==> src/rtl/vna_pkg.sv <==
// Shared types and constants for the vertex normal accumulator.
// Used by every module of the block; depends on nothing.
package vna_pkg;

    localparam int COORD_W = 24;
    localparam int IDX_W   = 10;
    localparam int UNIT_W  = 16;
    localparam int STAT_W  = 2;
    localparam int SUM_W   = 64;
    localparam int ROOT_W  = 32;
    localparam int MAG_W   = 31;
    localparam int QUO_W   = 17;

    typedef enum logic [1:0] {
        OP_CLEAR  = 2'd0,
        OP_APPEND = 2'd1,
        OP_FACE   = 2'd2,
        OP_QUERY  = 2'd3
    } op_t;

    localparam logic [STAT_W-1:0] ST_OK        = 2'd0;
    localparam logic [STAT_W-1:0] ST_ZERO      = 2'd1;
    localparam logic [STAT_W-1:0] ST_BAD_INDEX = 2'd2;

    typedef struct packed {
        op_t                       op;
        logic signed [COORD_W-1:0] x;
        logic signed [COORD_W-1:0] y;
        logic signed [COORD_W-1:0] z;
        logic [IDX_W-1:0]          a;
        logic [IDX_W-1:0]          b;
        logic [IDX_W-1:0]          c;
    } item_t;

endpackage

==> src/rtl/vna_front.sv <==
// Input side: accepts words, decodes the request type and holds them in a two-entry queue.
// Depends on vna_pkg.
module vna_front (
    input  logic                               clk,
    input  logic                               rst_n,
    input  logic                               in_valid,
    output logic                               in_stall,
    input  logic [1:0]                         req_type,
    input  logic signed [vna_pkg::COORD_W-1:0] coord_x,
    input  logic signed [vna_pkg::COORD_W-1:0] coord_y,
    input  logic signed [vna_pkg::COORD_W-1:0] coord_z,
    input  logic [vna_pkg::IDX_W-1:0]          corner_a,
    input  logic [vna_pkg::IDX_W-1:0]          corner_b,
    input  logic [vna_pkg::IDX_W-1:0]          corner_c,
    output logic                               q_valid,
    output vna_pkg::item_t                     q_item,
    input  logic                               q_pop
);
    import vna_pkg::*;

    item_t      slot_reg [2];
    item_t      new_item;
    logic       wr_ptr_reg;
    logic       wr_ptr_next;
    logic       rd_ptr_reg;
    logic       rd_ptr_next;
    logic [1:0] fill_reg;
    logic [1:0] fill_next;
    logic       push;
    logic       pop;

    assign in_stall = (fill_reg == 2'd2);
    assign push     = in_valid && !in_stall;
    assign pop      = q_pop && (fill_reg != 2'd0);
    assign q_valid  = (fill_reg != 2'd0);
    assign q_item   = slot_reg[rd_ptr_reg];

    always_comb
    begin
        new_item.op = op_t'(req_type);
        new_item.x  = coord_x;
        new_item.y  = coord_y;
        new_item.z  = coord_z;
        new_item.a  = corner_a;
        new_item.b  = corner_b;
        new_item.c  = corner_c;
    end

    always_comb
    begin
        wr_ptr_next = push ? !wr_ptr_reg : wr_ptr_reg;
        rd_ptr_next = pop ? !rd_ptr_reg : rd_ptr_reg;
        fill_next   = fill_reg;
        if (push && !pop)
        begin
            fill_next = fill_reg + 2'd1;
        end
        else if (pop && !push)
        begin
            fill_next = fill_reg - 2'd1;
        end
    end

    always_ff @(posedge clk or negedge rst_n)
    begin
        if (!rst_n)
        begin
            wr_ptr_reg <= 1'b0;
            rd_ptr_reg <= 1'b0;
            fill_reg   <= 2'd0;
        end
        else
        begin
            wr_ptr_reg <= wr_ptr_next;
            rd_ptr_reg <= rd_ptr_next;
            fill_reg   <= fill_next;
        end
    end

    always_ff @(posedge clk)
    begin
        if (push)
        begin
            slot_reg[wr_ptr_reg] <= new_item;
        end
    end

endmodule

==> config.mk <==
export PLATFORM = sky130hd
export DESIGN_NAME = vna_front
export DESIGN_NICKNAME = d
export VERILOG_FILES = /design/src/rtl/vna_pkg.sv /design/src/rtl/vna_front.sv
export SDC_FILE = /design/constraint.sdc
export NUM_CORES = 1
export LEC_CHECK = 0
export BUFFER_PORTS_ARGS = -buffer_cell sky130_fd_sc_hd__buf_4
export CORE_MARGIN = 4
export CORE_UTILIZATION = 40
export DETAILED_ROUTE_END_ITERATION = 8
export HOLD_SLACK_MARGIN = 0.03
export PLACE_DENSITY_LB_ADDON = 0.08
export RECOVER_POWER = 50
export SYNTH_ARGS = -nofsm -noshare
export SYNTH_HDL_FRONTEND = slang
export SYNTH_SLANG_ARGS = --single-unit
==> constraint.sdc <==
create_clock -name clk -period 11.05 [get_ports clk]
set_input_delay 0.5525 -clock clk [delete_from_list [all_inputs] [get_ports clk]]
set_output_delay 0.5525 -clock clk [all_outputs]
set_load 0.01 [all_outputs]
# Word level (Yosys, flattened, before mapping)
# Memory sizes are Yosys's and may differ from the RTL's.
# Index checks and enable logic that the tools add are counted.
[word_totals] memories=1 ff_bits=4 inputBits=108 wordCells=22 mem_bits_rw=208 output_inout_bits=106
[classes] mux=4 n_addsub=2 n_reduce_logical=11 n_eq_ne=1
[mem_list] memory="slot_reg" words=2 width=104 read_ports=1 rd_ports_with_merged_regs=0 write_ports=1 line="vna_front.sv:21" text="item_t slot_reg [2];"
[ops] cell="$logic_not 1->1" count=5
[ops] cell="$logic_and 1x1->1" count=4
[ops] cell="$mux 2" count=2
[ops] cell="$reduce_bool 2->1" count=2
[ops] cell="$add 2x1->2 const B" count=1
[ops] cell="$eq 2x2->1 const B" count=1
[ops] cell="$mux 1" count=2
[ops] cell="$sub 2x1->2 const B" count=1

# Longest topological paths before layout
# Gate-level depths: netlist of the first run.
[logic_depth] depth_word=7 depth_mapped=7 depth_no_buf=7

# Worst setup path after synthesis of the first run
# OpenSTA, ideal clock, no wires.
[synth_timing] path_kind="input-to-reg" startpoint="input port in_valid" endpoint="memory slot_reg[0][0] (netlist name) (enable)" required_time_ps=10482 path_buffers=0 path_stages=2 slack_ps=5513 t_arrival_ps=4969 setup_time_ps=568 path_cell_list="nand2_1 -> nor2_1"
[synth_between] elab_chain_cells=3
[synth_rtl] element="from (decl)" line="vna_front.sv:6" text="input logic in_valid,"
[synth_rtl] element="$logic_and 1x1->1" line="vna_front.sv:33" text="assign push = in_valid && !in_stall;"
[synth_rtl] element="$mux 1" line="vna_front.sv:82" text="if (push)"
[synth_rtl] element="$mux 1 (not written as such)" line="vna_front.sv:84" text="slot_reg[wr_ptr_reg] <= new_item;"
[synth_rtl] element="to (decl)" line="vna_front.sv:21"
# Every way passes these cells.

==> results.sh, run 1 <==
export IMPL_postCtsSetupBuffers=0
export IMPL_failed_checks="capacitance limit, slew limit"
export IMPL_fp_dieW_um=149
export IMPL_synth_top_area_frac=0.785
export IMPL_crit_top_cell="buf_4"
export IMPL_design_portCount=214
export IMPL_grt_use_total=0.134
export IMPL_antenna_found_initial=1
export IMPL_critical_path_top_delay_family="flip-flops"
export IMPL_cts_resized=0
export IMPL_fin_nets=683
export IMPL_fin_crit_sh=0.404
export IMPL_largest_reg_flops=208
export IMPL_synth_distinct_cells=17
export IMPL_antenna_cells=0
export IMPL_peakVddDrop_mv=0.136
export IMPL_rsz0062_at_grt="no"
export IMPL_clock_latency_ns=0.49
export IMPL_synth_top_area_cell="edfxtp_1"
export IMPL_tritoncts="yes"
export IMPL_start_util=0.407
export IMPL_seq_area_frac_synth=0.798
export IMPL_pre_cts_ws_ns=8.04
export IMPL_cts_sinks=212
export IMPL_grt_max_degree=69
export IMPL_dieArea_mm2=0.0222
export IMPL_setup_ws_ns=6.59
export IMPL_slowest_stage="dfrtp_1"
export IMPL_antenna_left=0
export IMPL_drc=0
export IMPL_root_buffer="clkbuf_16"
export IMPL_synth_area_leaders="edfxtp_1 79%, mux2_4 9.4%, mux2_2 7.6%, buf_12 1.3%, dfrtp_1 1.3%"
export IMPL_synthesis_area_mm2=0.00795
export IMPL_numCtsBuffers=23
export IMPL_syn_inst=343
export IMPL_skew_ns=0.00744
export IMPL_worstPathRequired_ns=10.50
export IMPL_fillers=1652
export IMPL_critPathKind="reg -> out"
export IMPL_postCtsHoldBufs=1
export IMPL_regArea_mm2=0.00635
export IMPL_grt_overflow=0
export IMPL_globalplace_congestion=0.722
export IMPL_tightest_slew_ns=2.40
export IMPL_multiInputGateArea_mm2=0.00146
export IMPL_grt_pass1_wl_um=23300
export IMPL_area_growth_pct=31.0
export IMPL_dpl_cell_area_mm2=0.00978
export IMPL_yosys_warnings=0
export IMPL_maxSlewViolCount=91
export IMPL_ys_seq_elements=212
export IMPL_maxSlewHeadroom=-0.603
export IMPL_crit_arrival_ns=3.91
export IMPL_layout_common_cells="208 x edfxtp_1, 112 x buf_4, 73 x clkbuf_4, 54 x mux2_2, 50 x mux2_4"
export IMPL_syn_area_per_cell_um2=23.2
export IMPL_max_freq_ghz=0.224
export IMPL_grt_pass1_vias=4322
export IMPL_final_common_cell="edfxtp_1"
export IMPL_critPathLaunchType="register"
export IMPL_cts_buffer_depth=3
export IMPL_fin_setup_tns_ns=0
export IMPL_firstDrtPassIters=4
export IMPL_rows=51
export IMPL_die_h_um=149
export IMPL_core_region_area_mm2=0.0195
export IMPL_period_minus_slack_ns=4.46
export IMPL_drtIter0Drc=160
export IMPL_utilization=0.534
export IMPL_status="finished, violations left"
export IMPL_setup_violations=0
export IMPL_dp_hpwl_um=10100
export IMPL_port_buffers=213
export IMPL_p_per_area_mw_per_mm2=272
export IMPL_htreeDepth=1
export IMPL_design_area_mm2=0.0104
export IMPL_hold_violations=0
export IMPL_maxCapViolCount=2
export IMPL_p_leak_nw=3.95
export IMPL_critical_path_buf_inv_count=2
export IMPL_path_cells="buf_4, mux2_2, buf_4"
export IMPL_syn_nets=452
export IMPL_p_total_w=0.00284
export IMPL_drt_wl_total_um=15300
export IMPL_cpPeakStageDelay_ns=1.73
export IMPL_viasPerCell=4.54
export IMPL_vias=3877
export IMPL_clkTransAtPathRegs_ns=0.06
export IMPL_hold_path_class="in -> reg"
export IMPL_worst_setup_path_end_kind="output pin"
export IMPL_wl_per_cell_um=17.9
export IMPL_critPathMaxFanout=68
export IMPL_drive_above_1_share=0.548
==> power breakdown <==
part | internal [W] | switching [W]
combinational | 0.000487 | 0.000404
sequential | 0.00110 | 0.0000762
clock | 0.000483 | 0.000283
total | 0.00207 | 0.000763
==> synth_stat cells <==
cell        n
or2_2       1
buf_8       1
edfxtp_1  208
nand2b_1    1
and3_1      1
inv_1       2
buf_2       5
dfrtp_1     4
buf_12      5
mux2_4     50
nor2_1      2
nand2_1     2
xnor2_1     3
ha_1        1
buf_6       1
xor2_1      2
mux2_2     54
==> layout make-up <==
type	count	share of cell area
Clock inverter	8	0.0134
Timing Repair Buffer	218	0.146
Sequential cell	212	0.609
Inverter	2	0.000720
Tap cell	265	0.0318
Clock buffer	32	0.0594
Multi-Input combinational cell	117	0.140
==> final timing paths <==
| check | start | endpoint | slack [ns] | cells after the start |
|---|---|---|---|---|
| max | rd_ptr_reg | q_item[103] | 6.59 | 3 |
| min | coord_y[12] | slot_reg[0][66] | 0.27 | 1 |
| max reg2reg | fill_reg[0] | slot_reg[1][77] | 7.39 | 3 |
| min reg2reg | fill_reg[1] | fill_reg[1] | 0.49 | 1 |
| max in group asynchronous | rst_n | rd_ptr_reg | 10.39 | 2 |
| min in group asynchronous | rst_n | wr_ptr_reg | 0.46 | 2 |
==> stage by stage <==
step | instances | hold slack, ns
2_1_floorplan | 343 | 0.257
3_3_place_gp | 813 | 0.352
3_5_place_dp | 813 | 0.353
4_1_cts | 854 | 0.216
5_1_grt | 854 | 0.243
6_report | 854 | 0.266
==> cell families (layout without fill, tap and decap cells) <==
| logic type | Yosys count | count (layout) | synth area share |
|---|---|---|---|
| xor+xnor | 5 | 5 | 0.00551 |
| simple gates | 7 | 7 | 0.00425 |
| buf+inv | 14 | 260 | 0.0200 |
| mux | 104 | 104 | 0.171 |
| fa+ha+maj | 1 | 1 | 0.00157 |
| flops | 212 | 212 | 0.798 |
==> routing by layer <==
metal	track usage	wire length [um]	up-vias
met5	0	13	-
li1	-	-	1819
met2	0.219	7370	150
met1	0.167	6170	1876
met4	0.0403	318	2
met3	0.0489	1430	30
No activity file was read; power rests on OpenSTA's default activity.
==> run 2, diff against run 1 <==
Clock period 11.05 ns to 3.9 ns, I/O delays scaled along.
==> run 2 against run 1 <==
Against the previous run:
- the flow now finishes without violations
- clock power grew to 2.6 times the previous value
- clock-buffer cell count decreased by 5
- critical path depth unchanged
- combinational power rose to 2.9 times the previous value
- non-clock buffer count is 107 higher
- clock skew decreased by 0.0017 ns
- final cell count grew 13%
- global-route usage grew 0.49 points
- hold slack worse by 0.24 ns
- via count grew 11%
- highest routed layer is now met4
==> results.sh, run 2 (synthesis gave the netlist of run 1 again) <==
export IMPL_max_freq_ghz=0.404
export IMPL_final_common_cell="edfxtp_1"
export IMPL_port_buffers=213
export IMPL_dp_cells=815
export IMPL_clock_latency_ns=0.49
export IMPL_hold_path_class="in -> reg"
export IMPL_worstPathRequired_ns=3.70
export IMPL_status="completed"
export IMPL_vias=4322
export IMPL_rsz0062_at_grt="no"
export IMPL_fin_nets=790
export IMPL_grt_max_degree=60
export IMPL_fillers=1543
export IMPL_area_growth_pct=44.2
export IMPL_maxSlewHeadroom=0.0874
export IMPL_postCtsSetupBuffers=0
export IMPL_combPwrFrac=0.327
export IMPL_htreeDepth=1
export IMPL_rr_endpoint="slot_reg[0][76]"
export IMPL_fin_setup_tns_ns=0
export IMPL_core_region_area_mm2=0.0195
export IMPL_grt_use_total=0.138
export IMPL_cpPeakStageDelay_ns=0.87
export IMPL_cts_buffer_depth=3
export IMPL_fin_cells=961
export IMPL_numCtsBuffers=23
export IMPL_critPathLaunchType="register"
export IMPL_wl_per_cell_um=16.4
export IMPL_hold_depth=3
export IMPL_tightest_slew_ns=1.37
export IMPL_p_switching_w=0.00218
export IMPL_globalplace_congestion=0.743
export IMPL_r2r_cells=4
export IMPL_cts_sinks=212
export IMPL_critPathMaxFanout=41
export IMPL_fp_dieW_um=149
export IMPL_maxCapViolCount=0
export IMPL_maxSlewViolCount=0
export IMPL_start_util=0.407
export IMPL_startpoint="rd_ptr_reg"
export IMPL_drt_wl_total_um=15800
export IMPL_grt_pass1_vias=4769
export IMPL_setup_violations=0
export IMPL_design_area_mm2=0.0115
export IMPL_period_minus_slack_ns=2.47
export IMPL_pwr_share_seq=0.421
export IMPL_antenna_left=0
export IMPL_critPathKind="reg -> out"
export IMPL_slowest_stage="dfrtp_4"
export IMPL_worst_hold_slack_ns=0.0230
export IMPL_die_h_um=149
export IMPL_peakVddDrop_mv=0.522
export IMPL_path_cells="buf_4, mux2_2, buf_4"
export IMPL_grt_pass1_wl_um=24400
export IMPL_largest_reg_flops=208
export IMPL_switching_share=0.274
export IMPL_dp_hpwl_um=9920
export IMPL_rows=51
export IMPL_drive_above_1_share=0.471
export IMPL_dpl_cell_area_mm2=0.00982
export IMPL_clkTransAtPathRegs_ns=0.06
export IMPL_viasPerCell=4.50
export IMPL_crit_top_cell="buf_4"
export IMPL_worst_setup_path_end_kind="output pin"
export IMPL_drtIter0Drc=193
export IMPL_p_leak_nw=4.39
export IMPL_root_buffer="clkbuf_16"
export IMPL_reg2reg_from="fill_reg[0]"
export IMPL_tritoncts="yes"
export IMPL_r2r_setup_slack_ns=1.61
export IMPL_p_per_area_mw_per_mm2=692
export IMPL_design_portCount=214
export IMPL_drc=0
export IMPL_grt_overflow=0
export IMPL_cp_endpoint="q_item[99]"
export IMPL_crit_arrival_ns=2.28
export IMPL_p_total_w=0.00794
export IMPL_antenna_found_initial=0
export IMPL_firstDrtPassIters=4
export IMPL_p_int_w=0.00576
export IMPL_fin_crit_sh=0.634
export IMPL_pwr_share_clk=0.252
export IMPL_hold_violations=0
export IMPL_layout_common_cells="208 x edfxtp_1, 109 x buf_4, 106 x dlygate4sd3_1, 80 x clkbuf_4, 54 x mux2_2"
export IMPL_antenna_cells=0
export IMPL_dieArea_mm2=0.0222
export IMPL_skew_ns=0.00575
## run 2: changes by cell type in the layout (fill, tap and decap cells not counted), sizes merged
cell / previous run / this run
clkbuf: 136 / 135
inv: 2 / 3
bufinv: 4 / 2
clkinvlp: 0 / 1
clkinv: 4 / 9
buf: 113 / 111
dlygate4sd3: 1 / 106
## run 2: power groups by stage
stage,sequential [W],combinational (W),clock (W)
5_1_grt,0.00339,0.00278,0.00218
3_3_place_gp,0.00337,0.00259,0
4_1_cts,0.00335,0.00270,0.00208
6_report,0.00334,0.00260,0.00200
2_1_floorplan,0.00330,0.00165,0
3_5_place_dp,0.00340,0.00260,0
## run 2: cell type report
cell class	instances	area (um2)	share of cell area
tap	265	332	0.0289
multi-input combinational	117	1450	0.127
sequential	212	6350	0.553
clock inverter	13	113	0.00982
clock buffer	27	591	0.0515
timing repair buffer	325	2630	0.229
inverter	2	7.51	0.000654
## run 2: worst max-delay path, delay by kind of cell, from the launching register on
family                 cells  cell delay, ns
multiplexers               1            0.37
flip-flops                 1            0.87
buffers and inverters      2            0.53
## run 2: timing repair
item	4_1_cts	5_1_grt
hold buffers	106	0
resized for setup	0	0
hold endpoints to repair	213	0
## run 2: per-layer routing
metal | vias to the layer above | track usage | share of wire
li1 | 2037 | - | -
met1 | 2098 | 0.172 | 0.40
met2 | 168 | 0.239 | 0.50
met3 | 19 | 0.0422 | 0.087
met4 | 0 | 0.0330 | 0.013
met5 | - | 0 | 0
## run 2: how the worst min path moves through the flow
stage,start,end
after global placement,rst_n,fill_reg[0]
final,in_valid,wr_ptr_reg
after global routing,in_valid,wr_ptr_reg
after floorplan,rst_n,fill_reg[0]
after detailed placement,rst_n,fill_reg[1]
after CTS,rst_n,rd_ptr_reg
## run 2: through the flow
| step | utilization | setup slack, ns |
|---|---|---|
| 2_1_floorplan | - | 0.133 |
| 3_3_place_gp | 0.503 | 1.89 |
| 3_5_place_dp | 0.503 | 1.82 |
| 4_1_cts | 0.593 | 1.34 |
| 5_1_grt | 0.588 | 1.29 |
| 6_report | 0.588 | 1.43 |
==> run 3, diff against run 2 <==
Clock period 3.9 ns to 2.15 ns, I/O delays scaled along.
==> run 3 against run 2 <==
Against the previous run:
- final cell count increased by 0.52%
- combinational power up 94%
- sequential power up 77%
- flip-flop and latch count unchanged
- sequential share of layout area fell by 0.42 points
- first-iteration DRC count decreased by 4.1%
- wire length grew 1.8%
- non-clock buffer count rose by 6
- utilization is 0.45 points higher
- critical path type unchanged
==> results.sh, run 3 (synthesis gave the netlist of run 1 again) <==
export IMPL_drc=0
export IMPL_rr_endpoint="slot_reg[0][41]"
export IMPL_r2r_cells=4
export IMPL_period_minus_slack_ns=1.93
export IMPL_p_leak_nw=4.44
export IMPL_worstPathRequired_ns=2.04
export IMPL_maxSlewViolCount=0
export IMPL_layout_common_cells="208 x edfxtp_1, 109 x buf_4, 108 x dlygate4sd3_1, 87 x clkbuf_4, 54 x mux2_2"
export IMPL_antenna_found_initial=0
export IMPL_root_buffer="clkbuf_16"
export IMPL_wl_per_cell_um=16.6
export IMPL_fin_nets=796
export IMPL_maxCapViolCount=0
export IMPL_rows=51
export IMPL_firstDrtPassIters=4
export IMPL_critPathKind="reg -> out"
export IMPL_startpoint="rd_ptr_reg"
export IMPL_min_delay_start="coord_x[14]"
export IMPL_worst_setup_path_end_kind="output pin"
export IMPL_hold_violations=0
export IMPL_dieArea_mm2=0.0222
export IMPL_vias=4331
export IMPL_area_growth_pct=45.3
export IMPL_clkTransAtPathRegs_ns=0.06
export IMPL_p_switching_w=0.00403
export IMPL_rsz0062_at_grt="no"
export IMPL_core_region_area_mm2=0.0195
export IMPL_die_h_um=149
export IMPL_status="completed"
export IMPL_pwr_share_clk=0.238
export IMPL_globalplace_congestion=0.716
export IMPL_peakVddDrop_mv=0.786
export IMPL_final_common_cell="edfxtp_1"
export IMPL_port_buffers=213
export IMPL_largest_reg_flops=208
export IMPL_setup_violations=0
export IMPL_utilization=0.592
export IMPL_p_int_w=0.0103
export IMPL_grt_use_total=0.141
export IMPL_r2r_setup_slack_ns=0.26
export IMPL_antenna_cells=0
export IMPL_grt_pass1_wl_um=24800
export IMPL_critPathMaxFanout=35
export IMPL_combPwrFrac=0.351
export IMPL_cts_buffer_depth=3
export IMPL_design_portCount=214
export IMPL_dp_hpwl_um=10300
export IMPL_grt_overflow=0
export IMPL_pre_cts_ws_ns=0.471
export IMPL_fin_setup_tns_ns=0
export IMPL_start_util=0.407
export IMPL_viasPerCell=4.48
export IMPL_tightest_slew_ns=0.705
export IMPL_switching_share=0.280
export IMPL_numCtsBuffers=23
export IMPL_crit_arrival_ns=1.82
export IMPL_max_freq_ghz=0.518
export IMPL_fin_crit_sh=0.897
export IMPL_reg2reg_from="fill_reg[0]"
export IMPL_drt_wl_total_um=16000
export IMPL_p_per_area_mw_per_mm2=1240
export IMPL_hold_path_class="in -> reg"
export IMPL_pwr_share_seq=0.410
export IMPL_fp_dieW_um=149
export IMPL_tritoncts="yes"
export IMPL_antenna_left=0
export IMPL_p_total_w=0.0144
export IMPL_htreeDepth=1
export IMPL_cts_sinks=212
export IMPL_grt_pass1_vias=4854
export IMPL_critPathLaunchType="register"
export IMPL_clock_latency_ns=0.50
export IMPL_skew_ns=0.00638
export IMPL_maxSlewHeadroom=0.530
export IMPL_setup_ws_ns=0.221
export IMPL_cp_endpoint="q_item[34]"
export IMPL_drive_above_1_share=0.486
export IMPL_grt_max_degree=59
export IMPL_drtIter0Drc=185
[run 3: layout make-up]
cell class	instances	area, um2
Multi-Input combinational cell	117	1460
Clock inverter	11	60.1
Inverter	2	7.51
Clock buffer	28	594
Timing Repair Buffer	331	2760
Sequential cell	212	6350
Fill cell	1525	7970
Tap cell	265	332
[run 3: stage by stage]
| stage | hold slack [ns] | area, um2 | instances |
|---|---|---|---|
| after floorplan | -0.188 | 7980 | 343 |
| after detailed placement | -0.0931 | 9910 | 817 |
| after CTS | 0.310 | 11600 | 964 |
| after global placement | -0.0930 | 9910 | 817 |
| final | 0.351 | 11600 | 966 |
| after global routing | 0.338 | 11600 | 966 |
[run 3: per-layer routing]
layer | share of wire | vias to the layer above | global-route usage
li1 | - | 2050 | -
met1 | 0.40 | 2107 | 0.171
met2 | 0.50 | 149 | 0.247
met3 | 0.075 | 25 | 0.0374
met4 | 0.018 | 0 | 0.0403
met5 | 0 | - | 0
[run 3: worst max-delay path, stage by stage, from the launching register on]
cell	delay (ns)
dfrtp_4	0.48
buf_12	0.26
mux2_2	0.40
buf_4	0.15
[run 3: repair_timing]
| action | in CTS | in global routing |
|---|---|---|
| hold buffers | 108 | 0 |
| gates resized for setup | 0 | 1 |
| hold endpoints to repair | 214 | 0 |
| buffers inserted | 0 | 2 |
| endpoints found under the setup margin | 0 | 13 |
[run 3: worst min path at each step]
stage                                  to  slack, ns  depth (start not counted)
after global routing      slot_reg[1][92]       0.34                          2
after CTS                 slot_reg[0][10]       0.31                          2
after detailed placement      fill_reg[0]      -0.09                          1
final                     slot_reg[0][92]       0.35                          2
after floorplan               fill_reg[0]      -0.19                          0
after global placement         rd_ptr_reg      -0.09                          1
[run 3: power groups by stage]
stage	Clock (W)	Combinational, W	Sequential, W
global route	0.00372	0.00544	0.00598
finish	0.00343	0.00505	0.00590
floorplan	0	0.00302	0.00593
CTS	0.00356	0.00516	0.00596
global placement	0	0.00495	0.00599
detailed placement	0	0.00498	0.00604
